## config.mk

```make
export PLATFORM = sky130hd
export DESIGN_NAME = hill_cipher_2x2_flat
export DESIGN_NICKNAME = d
export VERILOG_FILES = /design/src/hw/rtl/hc_pkg.sv /design/src/hw/rtl/hc_in_if.sv /design/src/hw/rtl/hc_out_if.sv /design/src/hw/rtl/hill_cipher_2x2.sv /design/src/hw/rtl/hc_key.sv /design/src/hw/rtl/hc_pair.sv /design/src/hw/rtl/hc_mult.sv /design/src/flat_wrapper.sv
export VERILOG_INCLUDE_DIRS = /design/src /design/src/hw/rtl
export SDC_FILE = /design/constraint.sdc
export NUM_CORES = 1
export LEC_CHECK = 0
export BUFFER_PORTS_ARGS = -buffer_cell sky130_fd_sc_hd__buf_4
export CAP_MARGIN = 20
export CORE_MARGIN = 5
export CORE_UTILIZATION = 36
export DETAILED_ROUTE_END_ITERATION = 7
export GPL_ROUTABILITY_DRIVEN = 0
export HOLD_SLACK_MARGIN = 0.05
export PLACE_DENSITY_LB_ADDON = 0.3
export SYNTH_ARGS = -nofsm -noshare
export SYNTH_HDL_FRONTEND = slang
export SYNTH_HIERARCHICAL = 1
export SYNTH_SLANG_ARGS = --single-unit
```

## constraint.sdc

```tcl
create_clock -name clk_i -period 13.7 [get_ports clk_i]
set_input_delay 0.685 -clock clk_i [delete_from_list [all_inputs] [get_ports clk_i]]
set_output_delay 0.685 -clock clk_i [all_outputs]
set_load 0.02 [all_outputs]
```

## src/hw/rtl/assert_macros.svh

```systemverilog
// Assertion macros for the RTL (included by hc_mult).
// Each macro takes a label, a clock and a property; HC_ASSERT also takes an active-low reset.
`ifndef ASSERT_MACROS_SVH
`define ASSERT_MACROS_SVH

`ifndef SYNTH

// Checked property, disabled while reset is asserted.
`define HC_ASSERT(lbl, clk, rstn, prop) \
  lbl: assert property (@(posedge clk) disable iff (!rstn) (prop)) \
    else $error("hill cipher assertion failed");

// Checked property that also holds during reset.
`define HC_ASSERT_ALWAYS(lbl, clk, prop) \
  lbl: assert property (@(posedge clk) (prop)) \
    else $error("hill cipher assertion failed");

`else

`define HC_ASSERT(lbl, clk, rstn, prop)
`define HC_ASSERT_ALWAYS(lbl, clk, prop)

`endif

`endif

```

## src/hw/rtl/hc_pkg.sv

```systemverilog
package hc_pkg;

  // Alphabet size and the letter used to pad a lone final letter.
  localparam logic [4:0] Alpha     = 5'd26;
  localparam logic [4:0] PadLetter = 5'd23;

  // Configuration register indexes.
  typedef enum logic [2:0] {
    CfgKeyR0C0 = 3'd0,
    CfgKeyR0C1 = 3'd1,
    CfgKeyR1C0 = 3'd2,
    CfgKeyR1C1 = 3'd3,
    CfgMode    = 3'd4
  } cfg_idx_e;

  // A completed pair of letters waiting for the multiply.
  typedef struct packed {
    logic [4:0] p0;
    logic [4:0] p1;
    logic       last;
  } pair_t;

  // Matrix in force and the error flag that goes with it.
  typedef struct packed {
    logic [3:0][4:0] m;
    logic            err;
  } key_t;

  // Reduce a 5-bit value to 0..25.
  function automatic logic [4:0] red26(input logic [4:0] v);
    red26 = (v >= Alpha) ? 5'(v - Alpha) : v;
  endfunction

  // Reduce an 11-bit value mod 26: reciprocal multiply, then one correction.
  function automatic logic [4:0] mod26(input logic [10:0] v);
    logic [19:0] prod;
    logic [6:0]  quo;
    logic [10:0] rem;
    prod = 20'(v) * 20'd315;
    quo  = prod[19:13];
    rem  = v - 11'(11'(quo) * 11'(Alpha));
    if (rem >= 11'(Alpha)) begin
      rem = rem - 11'(Alpha);
    end
    mod26 = rem[4:0];
  endfunction

  // Additive inverse mod 26 of a reduced value.
  function automatic logic [4:0] neg26(input logic [4:0] v);
    neg26 = (v == 5'd0) ? 5'd0 : 5'(Alpha - v);
  endfunction

  // Multiplicative inverse mod 26; zero when none exists.
  function automatic logic [4:0] inv26(input logic [4:0] d);
    case (d)
      5'd1:    inv26 = 5'd1;
      5'd3:    inv26 = 5'd9;
      5'd5:    inv26 = 5'd21;
      5'd7:    inv26 = 5'd15;
      5'd9:    inv26 = 5'd3;
      5'd11:   inv26 = 5'd19;
      5'd15:   inv26 = 5'd7;
      5'd17:   inv26 = 5'd23;
      5'd19:   inv26 = 5'd11;
      5'd21:   inv26 = 5'd5;
      5'd23:   inv26 = 5'd17;
      5'd25:   inv26 = 5'd25;
      default: inv26 = 5'd0;
    endcase
  endfunction

endpackage

```

## src/hw/rtl/hc_in_if.sv

```systemverilog
// Letter input channel.
interface hc_in_if;
  logic       valid;
  logic       ready;
  logic [4:0] letter_in;
  logic       end_of_message;

  modport source (output valid, output letter_in, output end_of_message, input ready);
  modport sink (input valid, input letter_in, input end_of_message, output ready);
endinterface

```

## src/hw/rtl/hc_out_if.sv

```systemverilog
// Letter result channel.
interface hc_out_if;
  logic       valid;
  logic       ready;
  logic [4:0] letter_out;
  logic       last_out;
  logic       key_error;

  modport source (output valid, output letter_out, output last_out, output key_error,
                  input ready);
  modport sink (input valid, input letter_out, input last_out, input key_error,
                output ready);
endinterface

```

## src/hw/rtl/hill_cipher_2x2.sv

```systemverilog
// Channel   Dir  Beat contents
// in_if     in   letter_in[4:0], end_of_message
// out_if    out  letter_out[4:0], last_out, key_error
// cfg       in   cfg_we_i, cfg_idx_i[2:0], cfg_wdata_i[4:0]
//
// One letter is taken per cycle unless stalled; a pair gives two result beats,
// one per cycle while out_if is ready; pair and result are registered in turn.
// A lone final letter is padded with the pad letter and yields two beats.
// A key write blocks input while the inverse key pipeline settles.
// Reset clears keys, mode and the held letter; the zero key has no inverse.
module hill_cipher_2x2 (
  input  logic       clk_i,
  input  logic       rst_ni,
  hc_in_if.sink      in_if,
  hc_out_if.source   out_if,
  input  logic       cfg_we_i,
  input  logic [2:0] cfg_idx_i,
  input  logic [4:0] cfg_wdata_i
);

  hc_pkg::key_t  mat;
  hc_pkg::pair_t pair;
  logic          busy;
  logic          pair_valid;
  logic          pair_take;

  hc_key u_key (
    .clk_i       (clk_i),
    .rst_ni      (rst_ni),
    .cfg_we_i    (cfg_we_i),
    .cfg_idx_i   (cfg_idx_i),
    .cfg_wdata_i (cfg_wdata_i),
    .mat_o       (mat),
    .busy_o      (busy)
  );

  hc_pair u_pair (
    .clk_i        (clk_i),
    .rst_ni       (rst_ni),
    .in_if        (in_if),
    .busy_i       (busy),
    .pair_take_i  (pair_take),
    .pair_valid_o (pair_valid),
    .pair_o       (pair)
  );

  hc_mult u_mult (
    .clk_i        (clk_i),
    .rst_ni       (rst_ni),
    .pair_valid_i (pair_valid),
    .pair_i       (pair),
    .mat_i        (mat),
    .pair_take_o  (pair_take),
    .out_if       (out_if)
  );

endmodule

```

## src/hw/rtl/hc_key.sv

```systemverilog
// Key registers, mode register and the two-stage inverse key computation.
module hc_key (
  input  logic            clk_i,
  input  logic            rst_ni,
  input  logic            cfg_we_i,
  input  logic [2:0]      cfg_idx_i,
  input  logic [4:0]      cfg_wdata_i,
  output hc_pkg::key_t    mat_o,
  output logic            busy_o
);

  logic [3:0][4:0] key_q, key_d;
  logic            mode_q, mode_d;
  logic [1:0]      pend_q, pend_d;
  logic [4:0]      det_q, det_d;
  logic [3:0][4:0] inv_q, inv_d;
  logic            inv_ok_q, inv_ok_d;
  logic [4:0]      prod_ad, prod_bc;
  logic [4:0]      inv_det;

  // Register writes; keys are stored reduced to 0..25.
  always_comb begin
    key_d     = key_q;
    mode_d    = mode_q;
    pend_d    = {pend_q[0], 1'b0};
    if (cfg_we_i) begin
      case (hc_pkg::cfg_idx_e'(cfg_idx_i))
        hc_pkg::CfgKeyR0C0, hc_pkg::CfgKeyR0C1,
        hc_pkg::CfgKeyR1C0, hc_pkg::CfgKeyR1C1: begin
          key_d[cfg_idx_i[1:0]] = hc_pkg::red26(cfg_wdata_i);
          pend_d[0]             = 1'b1;
        end
        hc_pkg::CfgMode: begin
          mode_d = cfg_wdata_i[0];
        end
        default: begin
        end
      endcase
    end
  end

  // First stage: determinant reduced to 0..25.
  always_comb begin
    prod_ad = hc_pkg::mod26(11'(10'(key_q[0]) * 10'(key_q[3])));
    prod_bc = hc_pkg::mod26(11'(10'(key_q[1]) * 10'(key_q[2])));
    det_d   = (prod_ad >= prod_bc) ? 5'(prod_ad - prod_bc) :
                                     5'(prod_ad + hc_pkg::Alpha - prod_bc);
  end

  // Second stage: adjugate scaled by the inverse determinant.
  always_comb begin
    inv_det  = hc_pkg::inv26(det_q);
    inv_ok_d = (inv_det != 5'd0);
    inv_d[0] = hc_pkg::mod26(11'(10'(key_q[3]) * 10'(inv_det)));
    inv_d[1] = hc_pkg::mod26(11'(10'(hc_pkg::neg26(key_q[1])) * 10'(inv_det)));
    inv_d[2] = hc_pkg::mod26(11'(10'(hc_pkg::neg26(key_q[2])) * 10'(inv_det)));
    inv_d[3] = hc_pkg::mod26(11'(10'(key_q[0]) * 10'(inv_det)));
  end

  always_ff @(posedge clk_i or negedge rst_ni) begin
    if (!rst_ni) begin
      key_q    <= '0;
      mode_q   <= 1'b0;
      pend_q   <= '0;
      det_q    <= '0;
      inv_q    <= '0;
      inv_ok_q <= 1'b0;
    end else begin
      key_q    <= key_d;
      mode_q   <= mode_d;
      pend_q   <= pend_d;
      det_q    <= det_d;
      inv_q    <= inv_d;
      inv_ok_q <= inv_ok_d;
    end
  end

  // Matrix in force for the multiply.
  assign mat_o.m   = mode_q ? inv_q : key_q;
  assign mat_o.err = mode_q & ~inv_ok_q;
  assign busy_o    = |pend_q;

endmodule

```

## src/hw/rtl/hc_pair.sv

```systemverilog
// Groups letters into pairs and holds one completed pair for the multiply.
module hc_pair (
  input  logic          clk_i,
  input  logic          rst_ni,
  hc_in_if.sink         in_if,
  input  logic          busy_i,
  input  logic          pair_take_i,
  output logic          pair_valid_o,
  output hc_pkg::pair_t pair_o
);

  logic          half_q, half_d;
  logic [4:0]    held_q, held_d;
  logic          pair_v_q, pair_v_d;
  hc_pkg::pair_t pair_q, pair_d;
  logic          in_fire;
  logic [4:0]    letter;

  assign in_if.ready = ~busy_i & (~pair_v_q | pair_take_i);
  assign in_fire     = in_if.valid & in_if.ready;
  assign letter      = hc_pkg::red26(in_if.letter_in);

  // Hold a first letter, or complete a pair (padding a lone final letter).
  always_comb begin
    half_d   = half_q;
    held_d   = held_q;
    pair_d   = pair_q;
    pair_v_d = pair_v_q & ~pair_take_i;
    if (in_fire) begin
      if (half_q) begin
        pair_d.p0   = held_q;
        pair_d.p1   = letter;
        pair_d.last = in_if.end_of_message;
        pair_v_d    = 1'b1;
        half_d      = 1'b0;
      end else if (in_if.end_of_message) begin
        pair_d.p0   = letter;
        pair_d.p1   = hc_pkg::PadLetter;
        pair_d.last = 1'b1;
        pair_v_d    = 1'b1;
      end else begin
        held_d = letter;
        half_d = 1'b1;
      end
    end
  end

  always_ff @(posedge clk_i or negedge rst_ni) begin
    if (!rst_ni) begin
      half_q   <= 1'b0;
      held_q   <= '0;
      pair_v_q <= 1'b0;
    end else begin
      half_q   <= half_d;
      held_q   <= held_d;
      pair_v_q <= pair_v_d;
    end
  end

  // Pair payload needs no reset.
  always_ff @(posedge clk_i) begin
    pair_q <= pair_d;
  end

  assign pair_valid_o = pair_v_q;
  assign pair_o       = pair_q;

endmodule

```

## src/hw/rtl/hc_mult.sv

```systemverilog
`include "assert_macros.svh"

// Multiplies a pair by the matrix mod 26 and sends the two letters as two beats.
module hc_mult (
  input  logic          clk_i,
  input  logic          rst_ni,
  input  logic          pair_valid_i,
  input  hc_pkg::pair_t pair_i,
  input  hc_pkg::key_t  mat_i,
  output logic          pair_take_o,
  hc_out_if.source      out_if
);

  logic       res_v_q, res_v_d;
  logic       idx_q, idx_d;
  logic [4:0] r0_q, r1_q, r0_d, r1_d;
  logic       err_q, last_q;
  logic       out_fire;
  logic       res_free;
  logic [9:0] pr00, pr01, pr10, pr11;

  assign out_fire    = out_if.valid & out_if.ready;
  assign res_free    = ~res_v_q | (out_fire & idx_q);
  assign pair_take_o = pair_valid_i & res_free;

  // Matrix times pair, each row reduced mod 26.
  always_comb begin
    pr00 = 10'(mat_i.m[0]) * 10'(pair_i.p0);
    pr01 = 10'(mat_i.m[1]) * 10'(pair_i.p1);
    pr10 = 10'(mat_i.m[2]) * 10'(pair_i.p0);
    pr11 = 10'(mat_i.m[3]) * 10'(pair_i.p1);
    r0_d = hc_pkg::mod26(11'(pr00) + 11'(pr01));
    r1_d = hc_pkg::mod26(11'(pr10) + 11'(pr11));
    if (mat_i.err) begin
      r0_d = '0;
      r1_d = '0;
    end
  end

  // Result register control: two beats per pair.
  always_comb begin
    res_v_d = res_v_q;
    idx_d   = idx_q;
    if (out_fire) begin
      if (idx_q) begin
        res_v_d = 1'b0;
        idx_d   = 1'b0;
      end else begin
        idx_d = 1'b1;
      end
    end
    if (pair_take_o) begin
      res_v_d = 1'b1;
      idx_d   = 1'b0;
    end
  end

  always_ff @(posedge clk_i or negedge rst_ni) begin
    if (!rst_ni) begin
      res_v_q <= 1'b0;
      idx_q   <= 1'b0;
    end else begin
      res_v_q <= res_v_d;
      idx_q   <= idx_d;
    end
  end

  always_ff @(posedge clk_i) begin
    if (pair_take_o) begin
      r0_q   <= r0_d;
      r1_q   <= r1_d;
      err_q  <= mat_i.err;
      last_q <= pair_i.last;
    end
  end

  assign out_if.valid      = res_v_q;
  assign out_if.letter_out = idx_q ? r1_q : r0_q;
  assign out_if.last_out   = idx_q & last_q;
  assign out_if.key_error  = err_q;

  // The first beat of a pair is always followed by the second.
  `HC_ASSERT(a_second_beat, clk_i, rst_ni, (out_fire && !idx_q) |=> (res_v_q && idx_q))
  // A key error result carries zero letters.
  `HC_ASSERT(a_err_zero, clk_i, rst_ni, (res_v_q && err_q) |-> (r0_q == '0 && r1_q == '0))
  // The message end marker only appears on the second beat of a pair.
  `HC_ASSERT(a_last_second, clk_i, rst_ni, (out_if.valid && out_if.last_out) |-> idx_q)
  // A new pair is loaded only when the result register is free.
  `HC_ASSERT(a_take_free, clk_i, rst_ni, pair_take_o |-> (!res_v_q || (out_fire && idx_q)))

endmodule
```

## src/flat_wrapper.sv

```systemverilog
// flat-port wrapper written by rule: the top's interface ports become plain ports
module hill_cipher_2x2_flat 
  (clk_i, rst_ni, cfg_we_i, cfg_idx_i, cfg_wdata_i, in_if_valid, in_if_letter_in, in_if_end_of_message, in_if_ready, out_if_valid, out_if_letter_out, out_if_last_out, out_if_key_error, out_if_ready);
  hc_in_if in_if_i ();
  hc_out_if out_if_i ();
  input  logic clk_i;
  input  logic rst_ni;
  input  logic cfg_we_i;
  input  logic [2:0] cfg_idx_i;
  input  logic [4:0] cfg_wdata_i;
  input wire logic [$bits(in_if_i.valid)-1:0] in_if_valid;
  input wire logic [$bits(in_if_i.letter_in)-1:0] in_if_letter_in;
  input wire logic [$bits(in_if_i.end_of_message)-1:0] in_if_end_of_message;
  output wire logic [$bits(in_if_i.ready)-1:0] in_if_ready;
  output wire logic [$bits(out_if_i.valid)-1:0] out_if_valid;
  output wire logic [$bits(out_if_i.letter_out)-1:0] out_if_letter_out;
  output wire logic [$bits(out_if_i.last_out)-1:0] out_if_last_out;
  output wire logic [$bits(out_if_i.key_error)-1:0] out_if_key_error;
  input wire logic [$bits(out_if_i.ready)-1:0] out_if_ready;
  assign in_if_i.valid = in_if_valid;
  assign in_if_i.letter_in = in_if_letter_in;
  assign in_if_i.end_of_message = in_if_end_of_message;
  assign in_if_ready = in_if_i.ready;
  assign out_if_valid = out_if_i.valid;
  assign out_if_letter_out = out_if_i.letter_out;
  assign out_if_last_out = out_if_i.last_out;
  assign out_if_key_error = out_if_i.key_error;
  assign out_if_i.ready = out_if_ready;
  hill_cipher_2x2 u_core (.clk_i(clk_i), .rst_ni(rst_ni), .in_if(in_if_i), .out_if(out_if_i), .cfg_we_i(cfg_we_i), .cfg_idx_i(cfg_idx_i), .cfg_wdata_i(cfg_wdata_i));
endmodule
```

==> impl_metrics.py <==
metrics = {
    "outcome": {
        "status": "complete, no violations",
    },
    "critical_path": {
        "max_stage_delay_ns": 0.54,
        "r2r_cells": 48,
        "crit_arrival_ns": 12.99,
        "critPathLaunchType": "flop",
        "cp_common_cell": "fa_1",
        "crit_fanout": 8,
        "crit_family": "adder cells",
        "end_kind": "flop",
        "crit_buf_inv": 10,
        "critPathRequiredTime_ns": 13.81,
        "crit_slowest_cell": "or4_4",
        "crit_type": "reg2reg",
        "ff2ff_setup_slack_ns": 0.82,
        "worstSetupPathDepth": 48,
    },
    "clocking": {
        "cts.reportedPaths.clkPinSlew_ns": 0.06,
        "h-tree-depth": 3,
        "cts_root_buf": "clkbuf_16",
        "clock_latency_ns": 0.36,
        "cts_tree": "built",
        "cts_buffer_depth": 2,
        "cts_made_buffers": 9,
        "clock_sinks": 81,
    },
    "die": {
        "die_h_um": 308,
        "die_x_um": 308,
        "placementRows": 109,
        "start_util": 0.362,
        "design.die.area_sq_um": 94900,
        "ioPinCount": 28,
        "core_area_sq_um": 88200,
    },
    "grt": {
        "grt_overflow": 0,
        "antenna_found_initial": 1,
        "grt_pass1_wl_um": 114000,
        "grt_pass1_vias": 23600,
        "grt_max_degree": 59,
        "grt_usage": 0.141,
    },
    "sta": {
        "setup_viol": 0,
        "max_slew.worst_pin.slew_ns": 0.966,
        "period_share": 0.940,
        "slew_violations": 0,
        "clock.fmax_ghz": 0.0777,
        "rsz0062_at_grt": "no",
        "timing.clock.skew_ns": 0.0127,
        "finalHoldViolCount": 0,
        "setup_tns_ns": 0,
        "min_period_ns": 12.88,
        "slew_headroom": 0.351,
    },
    "route": {
        "routedWlPerCell_um": 13.4,
        "drtAntennaViolNets": 0,
        "drt_pass1_iterations": 5,
        "route.detailed.vias_per_inst": 4.76,
        "wirelength_um": 64600,
        "dr.first_iter.drc_count": 867,
        "post-route-drc-count": 0,
        "vias": 23000,
    },
    "yosys": {
        "syn_area_sq_um": 32000,
        "syn_nets": 4740,
        "synth_top_area_frac": 0.287,
        "synth-edff-count": 23,
        "ys_seq_area_frac": 0.0670,
        "synth_cells": 3610,
        "synthArstFlopShare": 0.716,
        "synthDistinctLibCells": 97,
        "ys.warnings.count": 6,
        "ys_ff_latch": 81,
        "synth_top_area_cell": "ha_1",
        "synth_top_flop_cell": "dfrtp_1",
        "avgSynthCellArea_sq_um": 8.86,
        "synth_area_leaders": "ha_1, fa_1, inv_1",
    },
    "worst_hold_path": {
        "min_path_cells": 0,
        "hold_class": "reg2reg",
    },
    "run": {
        "max_cap_viol_count": 0,
    },
    "placement": {
        "port_buffers": 27,
        "dp_cells": 4810,
        "dp_hpwl_um": 57600,
    },
    "finish": {
        "fill_cells": 8977,
        "fin_cells": 4832,
        "drive_above_1_share": 0.0518,
        "fin_nets": 4791,
        "area_growth_pct": 7.20,
    },
}
==> flip-flops by register name, indices dropped and copies added (netlist names), 2 cells and up <==
register,cells
u_core/u_pair/held_q,5
u_core/u_key/inv_q,20
u_core/u_pair/pair_o,11
u_core/u_mult/r0_q,5
u_core/u_mult/r1_q,5
u_core/u_key/det_q,5
u_core/u_key/key_q,20
u_core/u_key/pend_q,2
==> cell type report <==
cell class,instances,area [sq um],area share
Inverter,894,3360,0.0979
Clock buffer,10,239,0.00697
Antenna cell,1,2.50,0.0000730
Clock inverter,6,87.6,0.00256
Multi-Input combinational cell,2595,26400,0.770
Timing Repair Buffer,80,601,0.0175
Tap cell,1165,1460,0.0425
Sequential cell,81,2140,0.0626
==> per-stage QoR <==
step / util / area [sq um] / hold slack [ns] / setup slack [ns]
after floorplan: - / 32000 / 0.346 / 0.840
after detailed placement: 0.384 / 33800 / 0.415 / 0.318
final: 0.388 / 34300 / 0.413 / 0.823
after global placement: 0.384 / 33800 / 0.420 / 0.548
after CTS: 0.387 / 34200 / 0.428 / 0.325
after global routing: 0.388 / 34300 / 0.431 / 0.0728
==> cells by family after synthesis <==
group	share of synthesized area
simple gates	0.109
buf+inv	0.110
flops	0.0670
xor+xnor	0.0603
mux	0.0160
compound gates	0.113
fa+ha+maj	0.525
==> per-layer routing <==
layer	vias up	global-route usage	wire, um
met5	-	0	0
met4	0	0.0251	978
met3	46	0.0139	1610
met2	187	0.249	30900
met1	11000	0.191	31100
li1	11800	-	-
==> Yosys cell counts, types with 48 or more instances <==
master   instances
xor2_1          80
and2_1         134
fa_1           377
xnor2_1        124
dfrtp_1         58
nand2_1        178
inv_1          892
o21ai_0        117
a21oi_1        131
o21a_1          48
ha_1           734
nor2_1         129
==> worst reg2reg max path, delay by kind of cell, from the launching register on <==
kind / cells / cell delay [ns]
XOR/XNOR: 3 / 0.56
multiplexers: 1 / 0.38
buffers and inverters: 10 / 0.75
AO/OA/AOI/OAI: 10 / 2.37
flip-flops: 1 / 0.45
AND/OR/NAND/NOR: 10 / 2.08
adder cells (fa/ha/maj): 14 / 6.04
==> worst paths after layout <==
check / start / end
max: u_core/u_key/mode_q / u_core/u_mult/r1_q[3]
min: u_core/u_key/pend_q[0] / u_core/u_key/pend_q[1]
max reg2reg: u_core/u_key/mode_q / u_core/u_mult/r1_q[3]
min reg2reg: u_core/u_key/pend_q[0] / u_core/u_key/pend_q[1]
max in group asynchronous: rst_ni / u_core/u_key/mode_q
min in group asynchronous: rst_ni / u_core/u_mult/idx_q
==> cell usage in the layout (no fill, tap or decap), types with 17 or more instances in the layout <==
| cell type | n |
|---|---|
| xor2_1 | 80 |
| o21ai_1 | 23 |
| o31ai_1 | 19 |
| mux2_2 | 33 |
| o21a_1 | 48 |
| nor2_1 | 128 |
| fa_1 | 377 |
| nand2b_1 | 24 |
| nand2_1 | 178 |
| xnor2_1 | 121 |
| nand3_1 | 28 |
| o21ai_0 | 112 |
| nor2b_1 | 41 |
| a21oi_1 | 129 |
| and3_1 | 17 |
| a21o_1 | 37 |
| and2_1 | 134 |
| o21bai_1 | 35 |
| ha_1 | 734 |
| inv_1 | 892 |
| dfrtp_1 | 56 |
| buf_4 | 80 |
| edfxtp_1 | 23 |
| nor3_1 | 38 |
==> repair_timing <==
| item | CTS | global route |
|---|---|---|
| setup endpoints to repair | 0 | 13 |
| endpoints found under the hold margin | 0 | 0 |
| hold buffers | 0 | 0 |
| setup buffers | 0 | 4 |
| resized for setup | 0 | 18 |
Power is left out: the tool's default activity adds up to more than one toggle a clock period on the data nets, which glitch-free logic cannot reach.
